<file path="config.mk">
export PLATFORM = sky130hd
export DESIGN_NAME = iswc_cell
export DESIGN_NICKNAME = d
export VERILOG_FILES = /design/src/iswc_pkg.sv /design/src/iswc_cell.sv
export SDC_FILE = /design/constraint.sdc
export NUM_CORES = 1
export LEC_CHECK = 0
export ABC_AREA = 1
export BUFFER_PORTS_ARGS = -buffer_cell sky130_fd_sc_hd__buf_2
export CORE_MARGIN = 5
export CORE_UTILIZATION = 49
export CTS_CLUSTER_DIAMETER = 80
export DETAILED_ROUTE_END_ITERATION = 8
export PLACE_DENSITY = 0.87
export SLEW_MARGIN = 30
export SYNTH_ARGS = -nofsm -noshare
export SYNTH_HDL_FRONTEND = slang
export SYNTH_SLANG_ARGS = --single-unit
</file>
<file path="constraint.sdc">
create_clock -name clk -period 7.2 [get_ports clk]
set_input_delay 1.8 -clock clk [delete_from_list [all_inputs] [get_ports clk]]
set_output_delay 1.8 -clock clk [all_outputs]
set_load 0.03 [all_outputs]
</file>
<file path="src/iswc_pkg.sv">
`timescale 1ns / 1ps
// ----------------------------------------------------------------------------
// Insertion sort package
// Shared sizes and the structs passed between the top level and the cells.
// ----------------------------------------------------------------------------
package iswc_pkg;

	localparam int MAX_ITEMS  = 64;
	localparam int VAL_W      = 32;
	localparam int CNT_W      = 11;
	localparam int FILL_W     = $clog2(MAX_ITEMS + 1);
	localparam int POS_W      = $clog2(MAX_ITEMS);
	localparam int OUT_DATA_W = 56;
	localparam int IN_DATA_W  = 32;

	typedef struct packed {
		logic                    ins;
		logic                    pop;
		logic signed [VAL_W-1:0] value;
	} cell_ctrl_t;

	typedef struct packed {
		logic                    occ;
		logic signed [VAL_W-1:0] value;
	} cell_data_t;

endpackage

</file>
<file path="src/iswc_cell.sv">
`timescale 1ns / 1ps
// ----------------------------------------------------------------------------
// Insertion sort cell
// Holds one stored element; takes the new value, the lower neighbor on an
// insert shift, or the upper neighbor while the sorted run drains.
// ----------------------------------------------------------------------------
module iswc_cell (
	input  logic                clk,
	input  logic                arst_n,
	input  iswc_pkg::cell_ctrl_t ctrl,
	input  iswc_pkg::cell_data_t lower,
	input  logic                lower_le,
	input  iswc_pkg::cell_data_t upper,
	output iswc_pkg::cell_data_t own,
	output logic                le
);
	import iswc_pkg::*;

	logic                    occ_q;
	logic signed [VAL_W-1:0] value_q;

	assign le        = occ_q && !(ctrl.value < value_q);
	assign own.occ   = occ_q;
	assign own.value = value_q;

	always_ff @(posedge clk or negedge arst_n) begin
		if (!arst_n) begin
			occ_q <= 1'b0;
		end else if (ctrl.pop) begin
			occ_q <= upper.occ;
		end else if (ctrl.ins) begin
			if (!lower_le) begin
				occ_q <= lower.occ;
			end else if (!le) begin
				occ_q <= 1'b1;
			end
		end
	end

	always_ff @(posedge clk) begin
		if (ctrl.pop) begin
			value_q <= upper.value;
		end else if (ctrl.ins) begin
			if (!lower_le) begin
				value_q <= lower.value;
			end else if (!le) begin
				value_q <= ctrl.value;
			end
		end
	end

endmodule

</file>
=== Word level (Yosys, flattened, before mapping) ===
Cells that the tools add are included.

* Output and inout bits: 34
* Register bits: 33

* Muxes and demuxes: 8
* Reduce and logical (&&, ||, !) cells: 4
* Magnitude comparators: 1
* Equal/unequal tests: 1

{| class="wikitable"
|+ Operators with widths
! cell !! number
|-
| 2-to-1 mux 32 bit || 4
|-
| less-than comparator 32 bit || 1
|-
| 2-to-1 mux 1 bit || 4
|-
| != test 3 bit, second input constant || 1
|-
| AND reduction 2 bit || 1
|-
| nonzero test 2 bit || 1
|-
| logical AND 1 bit || 1
|-
| logical NOT 1 bit || 1
|}

=== Depth between registers and ports, before layout ===
* Depth in word-level cells: 7
* Gate-level depth with buffers: 17
* Mapped depth without buffers: 17

=== Least setup slack after synthesis ===
No wires, ideal clock.

* Path kind: input-to-output
* From: input ctrl[5] (netlist bit)
* To: output le
* Setup slack: 2.413 ns
* Required time: 5.400 ns
* Arrival: 2.987 ns
* Stages on the path: 11
* Path buffers: 0
* Path through: ha_1 > a21oi_1 > nor2_1 > nor3_2 > nand2_1 > nand2_1 > nand2_1 > nand2_1 > nand2_1 > nand2_1 > and3_1

* Longest elaborated chain between the ends: 3

{| class="wikitable"
|+ RTL lines
! element !! RTL line !! RTL
|-
| start: declaration || iswc_cell.sv:10 || <nowiki>input iswc_pkg::cell_ctrl_t ctrl,</nowiki>
|-
| less-than comparator 32 bit || iswc_cell.sv:22 || <nowiki>assign le = occ_q && !(ctrl.value < value_q);</nowiki>
|-
| logical NOT 1 bit || iswc_cell.sv:22 ||
|-
| logical AND 1 bit || iswc_cell.sv:22 ||
|-
| end: declaration || iswc_cell.sv:15 || <nowiki>output logic le</nowiki>
|}

No other way between the ends.

=== Worst setup path after layout ===
Ends and elaborated chain as after synthesis.

==> reports/results.txt <==
Hold Fails Final Rpt = 0
Residual DRC = 0
Yosys reg bits = 33
Die Ht = 81.09 µm
setup TNS = 0 ps
CTS sink count = 33
Avg Inst Size Synth = 7.714 µm²
CP Class = input pin to primary output
Reg area = 985.9 µm²
via count = 2,515
worst hold slack = 605.7 ps
Ports = 137
Die ar. = 6575 µm²
worst-margin pin slew = 742.9 ps
crit path DAT = 3230 ps
PD cells = 183.4 nW/µm²
Chip Width = 81.09 µm
Final Critical Period = 5026 ps
Final WS setup = 2174 ps
P&R area growth vs syn = 32.49%
setup clock skew after layout = 6.353 ps
Pre-antenna DRT Iters = 4
clock buffer depth = 2
register area share after synthesis = 0.3982
post-CTS setup buffers = 0
Site Rows = 25
Min-Delay Path Class = flop to flop
number of global-route vias before repair = 2,474
WP data required = 5400 ps
Leak = 1.817 nW
Total GRT Usage = 0.2165
detailed placement HPWL = 5.666 mm
status = finished, final reports clean
synth unique cells = 22
H-Tree Depth = 2
fmax = 199.0 MHz
CTS tree = built
first-pass GRT wire length = 11.01 mm
largest net degree at the start of global routing = 38
Num CTS Buffers = 5
Layout Nets = 589
Crit Path Max Fanout = 2
ys flop type = edfxtp_1
WL final = 6.906 mm
clk root buf = clkbuf_8
Post-synth EDFFs = 32
Syn Nets = 455
routability congestion estimate = 0.7715
Core Footprint = 4817 µm²
Iter 0 DRT Violations = 83
Post-Syn Instances = 321
total of warnings raised by yosys = 0
maximum vdd drop = 0.1443 mV
clock transition at the registers of the reported paths = 70 ps
CP startpoint kind = input pin
Critical Path End Type = primary output
Routed Antenna Nets = 0
Max Slew Vio Count = 0
Mapped Area = 2476 µm²
post-cts resize count = 0
fin crit share = 0.6981
reg2reg path depth = 14
Post-Place Worst Slack = 2184 ps
diodes inserted = 0
fraction of layout cells with a size suffix above 1 = 0.3333
IO buf count = 136
drt via density = 4.809
Max Cap Viol = 0
Initial Utilization = 0.5140
# fillers = 406
Multi-input gate area = 1280 µm²
WL/cell = 13.20 µm
WHS Path Cells = 2
worst skew pair latency = 280 ps
final setup fails = 0
GR Overflow Total = 0
Slew headroom = 0.5047
initial antenna violation count = 0
RSZ-0062 raised after global routing = no
cts hold-fix bufs = 0
ys async rst share = 0.03030
[power by group]
part	total, mW	internal (mW)	switching (mW)
Clock	0.135	0.0652	0.0700
Combinational	0.216	0.0779	0.138
Sequential	0.251	0.240	0.0108
[stage by stage]
step | total power, mW | cells | utilization | area, µm²
finish | 0.6017 | 523 | 0.6810 | 3281
global route | 0.6435 | 523 | 0.6810 | 3281
CTS | 0.6063 | 523 | 0.6810 | 3281
detailed placement | 0.4724 | 515 | 0.6642 | 3199
global placement | 0.4643 | 515 | 0.6642 | 3199
floorplan | 0.3948 | 321 | - | 2476
[cells in the mapped netlist, types with 2 or more instances]
cell / number / share of area
inv_1: 41 / 0.062
a21oi_1: 13 / 0.026
o21ai_0: 5 / 0.010
ha_1: 31 / 0.16
edfxtp_1: 32 / 0.39
buf_2: 3 / 0.0061
nand3_1: 36 / 0.073
a21oi_2: 2 / 0.0071
clkbuf_1: 6 / 0.0091
nand4_1: 2 / 0.0051
nor2_2: 2 / 0.0051
nor2_1: 9 / 0.014
nand2_1: 130 / 0.20
[cells in the final DEF, fill, tap and decap left out]
master    netlist  final
o21ai_0         5      5
clkinv_1        0      2
o21a_1          1      1
nand3_1        36     36
ha_1           31     31
and3_1          1      1
a21oi_2         2      2
buf_2           3    136
inv_1          41     41
nor2_2          2      3
nor3_2          1      1
or2_2           1      1
nand4_1         2      2
edfxtp_1       32     32
nand2_1       130    130
nor2_8          1      1
buf_4           1      2
dfrtp_1         1      1
clkinv_2        0      1
nor2_1          9      8
clkbuf_8        1      5
nor3_1          1      1
a21oi_1        13     13
[metal layers]
metal / wire length [µm] / global-route usage
met5: 0 / 0
met4: 35 / 0.04223
met2: 3498 / 0.3834
met1: 2838 / 0.2676
met3: 534 / 0.05322
[layout make-up]
class                      count  area share
timing repair buffer         138      0.2121
inverter                      41     0.04691
clock buffer                   5     0.02098
sequential                    33      0.3005
clock inverter                 3    0.003814
multi-input combinational    236      0.3902
tap                           67     0.02555
[registers in the layout, summed over array words and instances, names as in the netlist]
name,flops
occ_q,1
value_q,32
[worst max-delay path, stage by stage]
cell     delay (ps)
buf_2           110
ha_1            290
a21oi_1         140
nor2_1           60
nor3_2          100
nand2_1         100
nand2_1          60
nand2_1          50
nand2_1          70
nand2_1          50
nand2_1          60
and3_1          140
buf_2           200
[path summary, 6_finish.rpt]
path                       slack, ps          end  startpoint
max                             2170           le     ctrl[5]
min                              610        occ_q       occ_q
max reg2reg                     4580  value_q[20]  value_q[5]
min reg2reg                      610        occ_q       occ_q
max in group asynchronous       5840        occ_q      arst_n
min in group asynchronous       1280        occ_q      arst_n
[cell families after synthesis]
kind of cell	count (synthesis)	synth area share
AO/OA/AOI/OAI	21	0.04649
AND/OR/NAND/NOR	184	0.3128
buffers and inverters	52	0.08590
flip-flops	33	0.3982
adder cells (fa/ha/maj)	31	0.1566
(Power assumes the default switching activity.)
